File: src/u16u8_pkg.sv
// Shared types, constants and the UTF-8 encoder for the UTF-16 to UTF-8 transcoder.
// No dependencies; used by the controller, datapath and top level.
package u16u8_pkg;

	localparam int unsigned DEF_HEAD_WINDOW = 128;
	localparam int unsigned MIN_PAIRS       = 4;

	localparam logic [7:0]  BOM_FF    = 8'hFF;
	localparam logic [7:0]  BOM_FE    = 8'hFE;
	localparam logic [15:0] SURR_LO   = 16'hD800;
	localparam logic [15:0] SURR_HI   = 16'hDFFF;
	localparam logic [7:0]  LEAD2     = 8'hC0;
	localparam logic [7:0]  LEAD3     = 8'hE0;
	localparam logic [7:0]  CONT      = 8'h80;
	localparam logic [7:0]  QMARK     = 8'h3F;
	localparam logic [15:0] LIMIT_ONE = 16'h0080;
	localparam logic [15:0] LIMIT_TWO = 16'h0800;

	typedef enum logic [1:0] {
		ORD_UNDECIDED = 2'd0,
		ORD_LITTLE    = 2'd1,
		ORD_BIG       = 2'd2,
		ORD_NOT16     = 2'd3
	} order_t;

	typedef enum logic [2:0] {
		ST_RUN  = 3'b001,
		ST_FRD  = 3'b010,
		ST_FOUT = 3'b100
	} state_t;

	// source of a result loaded into the output register
	typedef enum logic [1:0] {
		SEL_LIVE = 2'd0,
		SEL_MEM  = 2'd1,
		SEL_NONE = 2'd2
	} out_sel_t;

	typedef struct packed {
		logic [7:0] b0;
		logic [7:0] b1;
		logic [7:0] b2;
		logic [1:0] cnt;
	} utf8_t;

	typedef struct packed {
		logic     cap_byte;
		logic     clr_doc;
		logic     hold_byte;
		logic     start_flush;
		logic     rd_issue;
		logic     next_pair;
		logic     load_out;
		out_sel_t sel;
		logic     little;
		logic     status;
		logic     final_flag;
	} cmd_t;

	typedef struct packed {
		logic out_free;
		logic pos_is_one;
		logic bom_le;
		logic bom_be;
		logic window_full;
		logic little_ok;
		logic big_ok;
		logic trailing_odd;
		logic last_pair;
	} sts_t;

	function automatic utf8_t utf8_encode(logic [15:0] unit_in);
		logic [15:0] cu;
		utf8_t       r;
		cu = unit_in;
		if (cu >= SURR_LO && cu <= SURR_HI) begin
			cu = {8'h00, QMARK};
		end
		r = '0;
		if (cu < LIMIT_ONE) begin
			r.b0  = cu[7:0];
			r.cnt = 2'd1;
		end else if (cu < LIMIT_TWO) begin
			r.b0  = LEAD2 | {3'b000, cu[10:6]};
			r.b1  = CONT | {2'b00, cu[5:0]};
			r.cnt = 2'd2;
		end else begin
			r.b0  = LEAD3 | {4'h0, cu[15:12]};
			r.b1  = CONT | {2'b00, cu[11:6]};
			r.b2  = CONT | {2'b00, cu[5:0]};
			r.cnt = 2'd3;
		end
		return r;
	endfunction

endpackage

File: src/u16u8_if.sv
// Valid/ready channel interfaces for the transcoder's byte input and result output.
// No dependencies.
interface u16u8_in_if;
	logic       valid;
	logic       ready;
	logic [7:0] in_byte;
	logic       end_of_doc;

	modport source (output valid, output in_byte, output end_of_doc, input ready);
	modport sink   (input valid, input in_byte, input end_of_doc, output ready);
endinterface

interface u16u8_out_if;
	logic       valid;
	logic       ready;
	logic [7:0] first_byte;
	logic [7:0] second_byte;
	logic [7:0] third_byte;
	logic [1:0] byte_count;
	logic       status;
	logic       final_result;

	modport source (output valid, output first_byte, output second_byte, output third_byte,
		output byte_count, output status, output final_result, input ready);
	modport sink   (input valid, input first_byte, input second_byte, input third_byte,
		input byte_count, input status, input final_result, output ready);
endinterface

File: src/u16u8_datapath.sv
// Datapath: head-buffer memory, zero counters, byte holding registers, encoder and
// output register. Depends on u16u8_pkg; driven by u16u8_ctrl commands.
module u16u8_datapath #(
	parameter int unsigned HEAD_WINDOW = u16u8_pkg::DEF_HEAD_WINDOW
) (
	input  logic              clk,
	input  logic              arst_n,
	input  logic [7:0]        in_byte,
	input  u16u8_pkg::cmd_t   cmd,
	output u16u8_pkg::sts_t   sts,
	output logic              out_valid,
	input  logic              out_ready,
	output logic [7:0]        first_byte,
	output logic [7:0]        second_byte,
	output logic [7:0]        third_byte,
	output logic [1:0]        byte_count,
	output logic              status,
	output logic              final_result
);

	localparam int unsigned DEPTH  = HEAD_WINDOW / 2;
	localparam int unsigned POS_W  = $clog2(HEAD_WINDOW + 1);
	localparam int unsigned PAIR_W = $clog2(DEPTH + 1);
	localparam int unsigned ADDR_W = $clog2(DEPTH);

	logic [POS_W-1:0]  pos_q, pos_n;
	logic [PAIR_W-1:0] ze_q, zo_q, ze_n, zo_n, pairs_n, pairs_q;
	logic [ADDR_W-1:0] idx_q;
	logic [7:0]        prev_q, held_q;
	logic [15:0]       mem [DEPTH];
	logic [15:0]       rd_q;
	logic              out_valid_q;
	logic [PAIR_W+1:0] zo_x4, ze_x4, pairs_x3;
	logic [7:0]        unit_first, unit_second;
	logic [15:0]       unit;
	u16u8_pkg::utf8_t  enc;

	// running head statistics including the byte now on the input
	always_comb begin
		pos_n    = pos_q + 1'b1;
		ze_n     = ze_q + PAIR_W'(pos_q[0] && prev_q == 8'h00);
		zo_n     = zo_q + PAIR_W'(pos_q[0] && in_byte == 8'h00);
		pairs_n  = PAIR_W'(pos_n >> 1);
		zo_x4    = {zo_n, 2'b00};
		ze_x4    = {ze_n, 2'b00};
		pairs_x3 = {2'b00, pairs_n} + {1'b0, pairs_n, 1'b0};
	end

	always_comb begin
		sts.out_free     = !out_valid_q || out_ready;
		sts.pos_is_one   = pos_q == POS_W'(1);
		sts.bom_le       = prev_q == u16u8_pkg::BOM_FF && in_byte == u16u8_pkg::BOM_FE;
		sts.bom_be       = prev_q == u16u8_pkg::BOM_FE && in_byte == u16u8_pkg::BOM_FF;
		sts.window_full  = pos_n == POS_W'(HEAD_WINDOW);
		sts.little_ok    = pairs_n >= PAIR_W'(u16u8_pkg::MIN_PAIRS) && zo_x4 >= pairs_x3;
		sts.big_ok       = pairs_n >= PAIR_W'(u16u8_pkg::MIN_PAIRS) && ze_x4 >= pairs_x3;
		sts.trailing_odd = pos_n[0];
		sts.last_pair    = (PAIR_W'(idx_q) + 1'b1) == pairs_q;
	end

	always_ff @(posedge clk or negedge arst_n) begin
		if (!arst_n) begin
			pos_q       <= '0;
			ze_q        <= '0;
			zo_q        <= '0;
			pairs_q     <= '0;
			idx_q       <= '0;
			out_valid_q <= 1'b0;
		end else begin
			if (cmd.clr_doc) begin
				pos_q <= '0;
				ze_q  <= '0;
				zo_q  <= '0;
			end else if (cmd.cap_byte) begin
				pos_q <= pos_n;
				ze_q  <= ze_n;
				zo_q  <= zo_n;
			end
			if (cmd.start_flush) begin
				pairs_q <= pairs_n;
				idx_q   <= '0;
			end else if (cmd.next_pair) begin
				idx_q <= idx_q + 1'b1;
			end
			if (cmd.load_out) begin
				out_valid_q <= 1'b1;
			end else if (out_ready) begin
				out_valid_q <= 1'b0;
			end
		end
	end

	// head pairs are written as one word at each odd position
	always_ff @(posedge clk) begin
		if (cmd.cap_byte) begin
			prev_q <= in_byte;
		end
		if (cmd.cap_byte && pos_q[0]) begin
			mem[pos_q[ADDR_W:1]] <= {prev_q, in_byte};
		end
		if (cmd.rd_issue) begin
			rd_q <= mem[idx_q];
		end
		if (cmd.hold_byte) begin
			held_q <= in_byte;
		end
	end

	always_comb begin
		case (cmd.sel)
			u16u8_pkg::SEL_MEM: begin
				unit_first  = rd_q[15:8];
				unit_second = rd_q[7:0];
			end
			default: begin
				unit_first  = held_q;
				unit_second = in_byte;
			end
		endcase
		unit = cmd.little ? {unit_second, unit_first} : {unit_first, unit_second};
		enc  = u16u8_pkg::utf8_encode(unit);
	end

	always_ff @(posedge clk) begin
		if (cmd.load_out) begin
			if (cmd.sel == u16u8_pkg::SEL_NONE) begin
				first_byte  <= 8'h00;
				second_byte <= 8'h00;
				third_byte  <= 8'h00;
				byte_count  <= 2'd0;
			end else begin
				first_byte  <= enc.b0;
				second_byte <= enc.b1;
				third_byte  <= enc.b2;
				byte_count  <= enc.cnt;
			end
			status       <= cmd.status;
			final_result <= cmd.final_flag;
		end
	end

	assign out_valid = out_valid_q;

endmodule

File: src/u16u8_ctrl.sv
// Controller: byte-order decision, unit pairing and head-flush sequencing.
// Depends on u16u8_pkg; commands u16u8_datapath.
module u16u8_ctrl (
	input  logic            clk,
	input  logic            arst_n,
	input  logic            in_valid,
	input  logic            in_end,
	output logic            in_ready,
	input  u16u8_pkg::sts_t sts,
	output u16u8_pkg::cmd_t cmd
);

	u16u8_pkg::state_t state_q, state_d;
	u16u8_pkg::order_t order_q, order_d;
	logic              parity_q, parity_d;
	logic              end_q, end_d;
	logic              acc;

	assign in_ready = state_q == u16u8_pkg::ST_RUN && sts.out_free;
	assign acc      = in_valid && in_ready;

	always_comb begin
		cmd        = '0;
		cmd.sel    = u16u8_pkg::SEL_NONE;
		cmd.little = order_q == u16u8_pkg::ORD_LITTLE;
		state_d    = state_q;
		order_d    = order_q;
		parity_d   = parity_q;
		end_d      = end_q;

		unique case (state_q)
			u16u8_pkg::ST_RUN: begin
				if (acc) begin
					unique case (order_q) inside
						u16u8_pkg::ORD_UNDECIDED: begin
							cmd.cap_byte = 1'b1;
							if (sts.pos_is_one && (sts.bom_le || sts.bom_be)) begin
								order_d  = sts.bom_le ? u16u8_pkg::ORD_LITTLE
									: u16u8_pkg::ORD_BIG;
								parity_d = 1'b0;
								if (in_end) begin
									cmd.load_out   = 1'b1;
									cmd.final_flag = 1'b1;
									cmd.clr_doc    = 1'b1;
									order_d        = u16u8_pkg::ORD_UNDECIDED;
								end
							end else if (sts.window_full || in_end) begin
								if (sts.little_ok || sts.big_ok) begin
									order_d         = sts.little_ok ? u16u8_pkg::ORD_LITTLE
										: u16u8_pkg::ORD_BIG;
									cmd.start_flush = 1'b1;
									cmd.clr_doc     = 1'b1;
									cmd.hold_byte   = 1'b1;
									parity_d        = sts.trailing_odd && !in_end;
									end_d           = in_end;
									state_d         = u16u8_pkg::ST_FRD;
								end else begin
									cmd.load_out   = 1'b1;
									cmd.status     = 1'b1;
									cmd.final_flag = in_end;
									cmd.clr_doc    = in_end;
									order_d        = in_end ? u16u8_pkg::ORD_UNDECIDED
										: u16u8_pkg::ORD_NOT16;
								end
							end
						end
						u16u8_pkg::ORD_NOT16: begin
							if (in_end) begin
								cmd.load_out   = 1'b1;
								cmd.status     = 1'b1;
								cmd.final_flag = 1'b1;
								cmd.clr_doc    = 1'b1;
								order_d        = u16u8_pkg::ORD_UNDECIDED;
							end
						end
						u16u8_pkg::ORD_LITTLE, u16u8_pkg::ORD_BIG: begin
							if (parity_q) begin
								cmd.load_out = 1'b1;
								cmd.sel      = u16u8_pkg::SEL_LIVE;
								parity_d     = 1'b0;
							end else begin
								cmd.hold_byte = 1'b1;
								parity_d      = 1'b1;
							end
							if (in_end) begin
								cmd.load_out   = 1'b1;
								cmd.final_flag = 1'b1;
								cmd.clr_doc    = 1'b1;
								order_d        = u16u8_pkg::ORD_UNDECIDED;
								parity_d       = 1'b0;
							end
						end
					endcase
				end
			end
			u16u8_pkg::ST_FRD: begin
				cmd.rd_issue = 1'b1;
				state_d      = u16u8_pkg::ST_FOUT;
			end
			u16u8_pkg::ST_FOUT: begin
				if (sts.out_free) begin
					cmd.load_out   = 1'b1;
					cmd.sel        = u16u8_pkg::SEL_MEM;
					cmd.final_flag = end_q && sts.last_pair;
					if (sts.last_pair) begin
						state_d = u16u8_pkg::ST_RUN;
						if (end_q) begin
							order_d  = u16u8_pkg::ORD_UNDECIDED;
							parity_d = 1'b0;
							end_d    = 1'b0;
						end
					end else begin
						cmd.next_pair = 1'b1;
						state_d       = u16u8_pkg::ST_FRD;
					end
				end
			end
			default: begin
				state_d = u16u8_pkg::ST_RUN;
			end
		endcase
	end

	always_ff @(posedge clk or negedge arst_n) begin
		if (!arst_n) begin
			state_q  <= u16u8_pkg::ST_RUN;
			order_q  <= u16u8_pkg::ORD_UNDECIDED;
			parity_q <= 1'b0;
			end_q    <= 1'b0;
		end else begin
			state_q  <= state_d;
			order_q  <= order_d;
			parity_q <= parity_d;
			end_q    <= end_d;
		end
	end

endmodule

File: src/utf16_to_utf8_transcoder.sv
// Top level of the UTF-16 to UTF-8 transcoder: controller plus datapath.
// Depends on u16u8_pkg, u16u8_if, u16u8_ctrl and u16u8_datapath.
//
// Takes a document one byte per transaction, end_of_doc set on its last byte,
// and returns one result transaction per 16-bit unit holding its UTF-8 form
// (byte_count 1 to 3; surrogate halves come out as '?'). A leading FF FE or
// FE FF mark selects little or big endian and is dropped. Without a mark the
// first HEAD_WINDOW bytes are held in an on-chip head buffer of HEAD_WINDOW/2
// 16-bit words while zero bytes at even and odd positions are counted; once
// the window fills or the document ends, four or more pairs with zeros in at
// least 3/4 of them at odd (little) or even (big) positions decide the order,
// otherwise a status=1 result says the document is not UTF-16 and the rest
// of it is swallowed up to a status=1 final result. The last result of a
// document carries final_result; if the final byte produces nothing, an
// empty result (byte_count 0) is sent for it. A lone trailing byte is dropped.
// Rate: while streaming, one byte is taken per clock, stalled only while the
// single output register is full and not being drained. When the order is
// decided from the head buffer, input is held off while the buffered pairs
// are replayed through the buffer's one read port, once per document: each
// pair is read, then loaded into the output register. No clearing pass
// follows reset.
module utf16_to_utf8_transcoder #(
	parameter int unsigned HEAD_WINDOW = u16u8_pkg::DEF_HEAD_WINDOW
) (
	input logic         clk,
	input logic         arst_n,
	u16u8_in_if.sink    in_ch,
	u16u8_out_if.source out_ch
);

	u16u8_pkg::cmd_t cmd;
	u16u8_pkg::sts_t sts;

	// sequencing: order decision, unit pairing, head replay
	u16u8_ctrl u_ctrl (
		.clk      (clk),
		.arst_n   (arst_n),
		.in_valid (in_ch.valid),
		.in_end   (in_ch.end_of_doc),
		.in_ready (in_ch.ready),
		.sts      (sts),
		.cmd      (cmd)
	);

	// head buffer, counters, encoder and the output register
	u16u8_datapath #(
		.HEAD_WINDOW (HEAD_WINDOW)
	) u_datapath (
		.clk          (clk),
		.arst_n       (arst_n),
		.in_byte      (in_ch.in_byte),
		.cmd          (cmd),
		.sts          (sts),
		.out_valid    (out_ch.valid),
		.out_ready    (out_ch.ready),
		.first_byte   (out_ch.first_byte),
		.second_byte  (out_ch.second_byte),
		.third_byte   (out_ch.third_byte),
		.byte_count   (out_ch.byte_count),
		.status       (out_ch.status),
		.final_result (out_ch.final_result)
	);

endmodule
File: src/flat_wrapper.sv
// flat-port wrapper written by rule: the top's interface ports become plain ports
module utf16_to_utf8_transcoder_flat 
#(
	parameter int unsigned HEAD_WINDOW = u16u8_pkg::DEF_HEAD_WINDOW
)
  (clk, arst_n, in_ch_valid, in_ch_in_byte, in_ch_end_of_doc, in_ch_ready, out_ch_valid, out_ch_first_byte, out_ch_second_byte, out_ch_third_byte, out_ch_byte_count, out_ch_status, out_ch_final_result, out_ch_ready);
  u16u8_in_if in_ch_i ();
  u16u8_out_if out_ch_i ();
  input logic clk;
  input logic arst_n;
  input wire logic [$bits(in_ch_i.valid)-1:0] in_ch_valid;
  input wire logic [$bits(in_ch_i.in_byte)-1:0] in_ch_in_byte;
  input wire logic [$bits(in_ch_i.end_of_doc)-1:0] in_ch_end_of_doc;
  output wire logic [$bits(in_ch_i.ready)-1:0] in_ch_ready;
  output wire logic [$bits(out_ch_i.valid)-1:0] out_ch_valid;
  output wire logic [$bits(out_ch_i.first_byte)-1:0] out_ch_first_byte;
  output wire logic [$bits(out_ch_i.second_byte)-1:0] out_ch_second_byte;
  output wire logic [$bits(out_ch_i.third_byte)-1:0] out_ch_third_byte;
  output wire logic [$bits(out_ch_i.byte_count)-1:0] out_ch_byte_count;
  output wire logic [$bits(out_ch_i.status)-1:0] out_ch_status;
  output wire logic [$bits(out_ch_i.final_result)-1:0] out_ch_final_result;
  input wire logic [$bits(out_ch_i.ready)-1:0] out_ch_ready;
  assign in_ch_i.valid = in_ch_valid;
  assign in_ch_i.in_byte = in_ch_in_byte;
  assign in_ch_i.end_of_doc = in_ch_end_of_doc;
  assign in_ch_ready = in_ch_i.ready;
  assign out_ch_valid = out_ch_i.valid;
  assign out_ch_first_byte = out_ch_i.first_byte;
  assign out_ch_second_byte = out_ch_i.second_byte;
  assign out_ch_third_byte = out_ch_i.third_byte;
  assign out_ch_byte_count = out_ch_i.byte_count;
  assign out_ch_status = out_ch_i.status;
  assign out_ch_final_result = out_ch_i.final_result;
  assign out_ch_i.ready = out_ch_ready;
  utf16_to_utf8_transcoder #(.HEAD_WINDOW(HEAD_WINDOW)) u_core (.clk(clk), .arst_n(arst_n), .in_ch(in_ch_i), .out_ch(out_ch_i));
endmodule
File: config.mk
export PLATFORM = sky130hd
export DESIGN_NAME = utf16_to_utf8_transcoder_flat
export DESIGN_NICKNAME = d
export VERILOG_FILES = /design/src/u16u8_pkg.sv /design/src/u16u8_if.sv /design/src/u16u8_datapath.sv /design/src/u16u8_ctrl.sv /design/src/utf16_to_utf8_transcoder.sv /design/src/flat_wrapper.sv
export SDC_FILE = /design/constraint.sdc
export NUM_CORES = 1
export LEC_CHECK = 0
export BUFFER_PORTS_ARGS = -buffer_cell sky130_fd_sc_hd__buf_2
export CAP_MARGIN = 20
export CORE_ASPECT_RATIO = 0.5
export CORE_UTILIZATION = 50
export DETAILED_ROUTE_END_ITERATION = 10
export GPL_TIMING_DRIVEN = 0
export PLACE_DENSITY_LB_ADDON = 0.2
export SLEW_MARGIN = 20
export SYNTH_ARGS = -nofsm -noshare
export SYNTH_HDL_FRONTEND = slang
export SYNTH_SLANG_ARGS = --single-unit
export TNS_END_PERCENT = 10
File: constraint.sdc
create_clock -name clk -period 4.67 [get_ports clk]
set_input_delay 0.7005 -clock clk [delete_from_list [all_inputs] [get_ports clk]]
set_output_delay 0.7005 -clock clk [all_outputs]
set_load 0.02 [all_outputs]
# After elaboration in Yosys (flattened, before gate mapping)
# Memory sizes are Yosys's and may differ from the RTL's. A register that Yosys moved wholly into a read port is not among the register bits.
# Index checks and enable logic that the tools add are counted.
[word_totals] mem_bits_rw=1024 in_bits=13 out_inout_bits=30 ff_bits=87 n_memories=1 wordCells=193
[op_classes] mux=97 add_sub_neg=6 order_cmp=7 reduce_logical=35 eq_ne=27
[mem_list] name="u_core.u_datapath.mem" depth=64 word_bits=16 rd=1 rd_ports_with_merged_regs=1 write_ports=1 line_no="u16u8_datapath.sv:30" rtl="logic [15:0] mem [DEPTH];"
[op_table] operator="8-bit two-way mux" count=6
[op_table] operator="8-bit equality test (second input constant)" count=5
[op_table] operator="1-bit two-way mux" count=38
[op_table] operator="2-bit two-way mux" count=19
[op_table] operator="16-bit two-way mux" count=2
[op_table] operator="7-bit two-way mux" count=4
[op_table] operator="3-bit two-way mux" count=9
[op_table] operator="9-bit >= comparator" count=2
[op_table] operator="16-bit >= comparator (second input constant)" count=1
[op_table] operator="16-bit <= comparator (second input constant)" count=1
[op_table] operator="8-bit logical NOT" count=2
[op_table] operator="16-bit by 12-bit < comparator with 1-bit output (second input constant)" count=1
[op_table] operator="16-bit by 8-bit < comparator with 1-bit output (second input constant)" count=1
[op_table] operator="8-bit AND reduction" count=2
[op_table] operator="7-bit by 1-bit adder with 7-bit output" count=2
[op_table] operator="14-bit two-way mux" count=1
[op_table] operator="1-bit one-hot mux with 2 select lines" count=7
[op_table] operator="1-bit logical AND" count=13
[op_table] operator="4-bit two-way mux" count=3
[op_table] operator="6-bit two-way mux" count=2
[op_table] operator="2-bit != test (second input constant)" count=5
[op_table] operator="7-bit by 8-bit adder with 9-bit output" count=1
[op_table] operator="3-bit one-hot mux with 3 select lines" count=1
[op_table] operator="8-bit by 1-bit adder with 8-bit output (second input constant)" count=1
[op_table] operator="other kinds (26)" count=43

# Longest topological paths before layout
[logic_depth] depth_word=21 depth_mapped=19 ltp_nobuf=17

# Cells and area by module
# A second synthesis with hierarchy kept.
[hier_totals] cells_unflattened=2145 area_unflattened_um2=45342.2
[modules_own_cells] mod="u16u8_datapath" seq_area_each_um2=33362.0 instances=1 cells_each=2051 area_each_um2=44540.2
[modules_own_cells] mod="u16u8_ctrl" seq_area_each_um2=176.4 instances=1 cells_each=94 area_each_um2=802.0

# Least setup slack after synthesis
# No wires, ideal clock.
[synth_timing] path_kind="register -> register" startpoint="reg u_core.u_datapath.pos_q[1]" endpoint="reg u_core.u_datapath.held_q[0], enable pin" period_less_slack_ps=4431 required_time_ps=4284 setup_ps=386 path_buffers=0 stages_incl_launch_ff=17 slack_ps=239 arrival_ps=4044 cell_sequence="dfrtp_1 > ha_1 > xor2_1 > ha_1 > inv_1 > fa_1 > nor2_1 > a21oi_1 > xor2_1 > ha_1 > nand2_1 > a21oi_1 > a211oi_1 > o311ai_2 > o31ai_4 > a21o_1 > a211oi_1"
[synth_lines] element="start: declaration" line_no="u16u8_datapath.sv:26" rtl="logic [POS_W-1:0] pos_q, pos_n;"
[synth_lines] element="start signal: assignment" line_no="u16u8_datapath.sv:75" rtl="pos_q <= pos_n;"
[synth_lines] element="end signal: assignment" line_no="u16u8_datapath.sv:105" rtl="held_q <= in_byte;"
[synth_lines] element="end: declaration" line_no="u16u8_datapath.sv:29" rtl="logic [7:0] prev_q, held_q;"

==> impl_metrics.toml <==
[logic_synthesis]
synth_cell_type_count = 79
synth_cells = 2137
synth_edf_count = 1081
ys_seq_area_share_pct = 74.0
synth_area_sq_mm = 0.0453
synthTopCellsByArea = "edfxtp_1 72%, mux4_2 17%, dfrtp_1 2.3%, nor2_1 1.2%, ha_1 0.99%"
synth_commonest_cells = "1,081 x edfxtp_1, 346 x mux4_2, 150 x nor2_1, 68 x clkbuf_1, 46 x nand2_1"
synth-async-reset-ratio_pct = 3.83
synth_flop_cell = "edfxtp_1"
yosys_register_bits = 1124
yosysMostFrequentCell = "edfxtp_1"
ys.warnings.count = 0
synth_top_area_share_pct = 71.7
yosysTopAreaCell = "edfxtp_1"
synth_area_per_cell_sq_um = 21.2

[route]
vias = 23000
vias_per_cell = 6.30
drt_iter0_markers = 3081
detail-route-antenna-nets = 0
drc_errors = 0
wl_per_cell_microns = 30.9
routed_wl_mm = 113
drt_pass1_iterations = 5

[global_route]
grt_max_degree = 71
grt_antenna_before_repair = 6
grt_pass1_vias = 22400
grt_pass1_wl_mm = 161
track_usage_pct = 24.9
grt-ovfl-total = 0

[timing]
fin_skew_ps = 17.8
max_freq_ghz = 0.225
hold_viol = 0
min_period_ps = 4450
finalCritPeriodShare_pct = 95.2
rsz0062_at_grt = "false"
relSlewSlack_pct = 16.6
worst_pin_slew_ps = 1250
finalSetupViolCount = 0
setup_ws_ps = 223
slew_violations = 0

[floorplan]
die_w_microns = 428
die_area_sq_mm = 0.0919
floorplan.initialDensity_pct = 50.9
core.rowCount = 77
die_h_microns = 215
ios = 43
core_sq_mm = 0.0890

[worst_setup_path]
crit_fanout = 10
ff2ff_setup_slack_ps = 220
endpoint = "u_core.u_datapath.rd_q[7]"
end_kind = "flop"
crit_required_ps = 5090
worst-setup-path-type = "reg -> reg"
startpoint = "u_core.u_datapath.idx_q[0]"
cp.arrival_ps = 4870
cp-start-kind = "flop"
rr_worst_depth = 6
reg2reg_to = "u_core.u_datapath.rd_q[7]"
r2r-start = "u_core.u_datapath.idx_q[0]"

[cts]
cts_sinks = 1124
clkLatencyLatePin_ps = 700
clk_pin_slew_ps = 70
hold_buffers = 0
root_buffer = "clkbuf_16"
cts_tree = "built"
htree_levels = 3
cts_max_path_buffers = 3
numCtsBuffers = 96

[final_layout]
stdcell_count = 3653
drive_above_1_share_pct = 31.3
syn_to_final_growth_pct = 14.5
fillers = 6352
final_nets = 2440
fin_util_pct = 58.3

[power_and_ir_drop]
ir_drop_mv = 0.334
report.power.total_mw = 25.5
cellPowerDensity_mw_per_mm2 = 491
power_leakage_nw = 16.7

[worst_hold_path]
hp-class = "in -> async"

[placed_design]
dp_hpwl_mm = 77.2
place_congestion = 0.891
port_buffers = 40
placed_cells = 3460
pre_cts_ws_ps = -614

[flow_run]
drv_cap = 0

[outcome]
outcome = "finished clean"
placed cells by master, fill, tap and decap left out, drive strengths merged, types with 4 or more instances in the layout:
master,Yosys,final
a211oi,7,7
a21o,7,7
a21oi,26,26
a31o,3,5
a31oi,8,8
and2,4,4
and3,6,6
buf,43,191
bufinv,0,6
clkbuf,68,192
clkinv,0,45
dfrtp,42,42
edfxtp,1081,1081
ha,36,36
inv,27,29
mux2,8,8
mux2i,16,16
mux4,346,346
nand2,47,47
nand2b,4,4
nand3,24,24
nand3b,4,4
nand4,9,9
nor2,151,151
nor3,26,26
nor4,8,8
o21a,4,4
o21ai,17,17
o31a,6,6
o31ai,4,4
or2,5,5
xnor2,26,26
xor2,24,24
flip-flops by register name (all words and copies together), names as in the netlist, 2 cells and up:
| name | flops |
|---|---|
| u_core.u_ctrl.order_q | 2 |
| u_core.u_datapath.rd_q | 16 |
| u_core.u_datapath.idx_q | 6 |
| u_core.u_datapath.third_byte | 7 |
| u_core.u_datapath.pos_q | 8 |
| u_core.u_datapath.pairs_q | 7 |
| u_core.u_datapath.mem | 1024 |
| u_core.u_ctrl.state_q | 3 |
| u_core.u_datapath.second_byte | 7 |
| u_core.u_datapath.held_q | 8 |
| u_core.u_datapath.prev_q | 8 |
| u_core.u_datapath.first_byte | 8 |
| u_core.u_datapath.zo_q | 7 |
| u_core.u_datapath.ze_q | 7 |
power by group:
part,internal [mW],switching [mW]
registers,11.5,0.140
logic,2.47,3.47
clock network,4.24,3.60
through the flow:
| stage | hold slack (ps) | setup TNS, ps | instance area, sq um |
|---|---|---|---|
| 6_report | 12.2 | 0 | 51900 |
| 2_1_floorplan | 405 | 0 | 45300 |
| 3_3_place_gp | 494 | -299140 | 47000 |
| 4_1_cts | 187 | 0 | 51600 |
| 5_1_grt | 35.7 | 0 | 51900 |
| 3_5_place_dp | 504 | -34480 | 48500 |
logic make-up (layout without fill, tap and decap cells):
| family | after synthesis | after routing | share of synthesized area, % |
|---|---|---|---|
| adder cells (fa/ha/maj) | 37 | 37 | 1.04 |
| multiplexers | 370 | 370 | 17.8 |
| XOR/XNOR | 50 | 50 | 0.967 |
| buffers and inverters | 138 | 465 | 1.22 |
| other | 1 | 3 | 0.00828 |
| flip-flops | 1124 | 1124 | 74.0 |
| AND/OR/NAND/NOR | 306 | 306 | 3.14 |
| AO/OA/AOI/OAI | 111 | 113 | 1.83 |
area by class of cell:
type | count | area, sq um | area share, %
diodes | 1 | 2.50 | 0.00482
flip-flops and latches | 1124 | 33500 | 64.7
clock buffers | 120 | 2570 | 4.95
multi-input cells | 878 | 11600 | 22.3
plain buffers | 111 | 488 | 0.941
inverters | 27 | 101 | 0.195
well taps | 1185 | 1480 | 2.86
repair buffers | 152 | 1660 | 3.20
clock inverters | 55 | 455 | 0.878
worst max-delay path: stages, from the launching register on:
cell	delay (ps)
dfrtp_1	350
clkbuf_1	360
clkbuf_1	810
buf_1	800
mux4_2	640
mux4_2	610
mux4_2	560
worst min-delay path by stage:
stage                     slack (ps)                            to                         start
after floorplan                  400           u_core.u_ctrl.end_q                        arst_n
after global placement           490  u_core.u_datapath.pairs_q[1]  u_core.u_datapath.pairs_q[1]
after detailed placement         500  u_core.u_datapath.pairs_q[2]  u_core.u_datapath.pairs_q[2]
after CTS                        190     u_core.u_datapath.zo_q[6]                        arst_n
after global routing              40     u_core.u_datapath.zo_q[1]                        arst_n
final                             10     u_core.u_datapath.zo_q[1]                        arst_n
what timing repair did:
action,in CTS,in global routing
pin swaps,3,7
buffers inserted,4,10
gates resized for setup,16,32
setup endpoints to repair,74,73
cloned,0,2
layer usage:
metal	vias to the layer above	part of all wire, %	wire, microns	track usage, %
li1	9432	-	-	-
met1	12300	43	48000	39.2
met2	1187	45	50400	35.8
met3	134	11	12100	5.85
met4	0	2.0	2200	5.23
met5	-	0	0	0
Note: power is estimated with default switching activity, not from simulation.
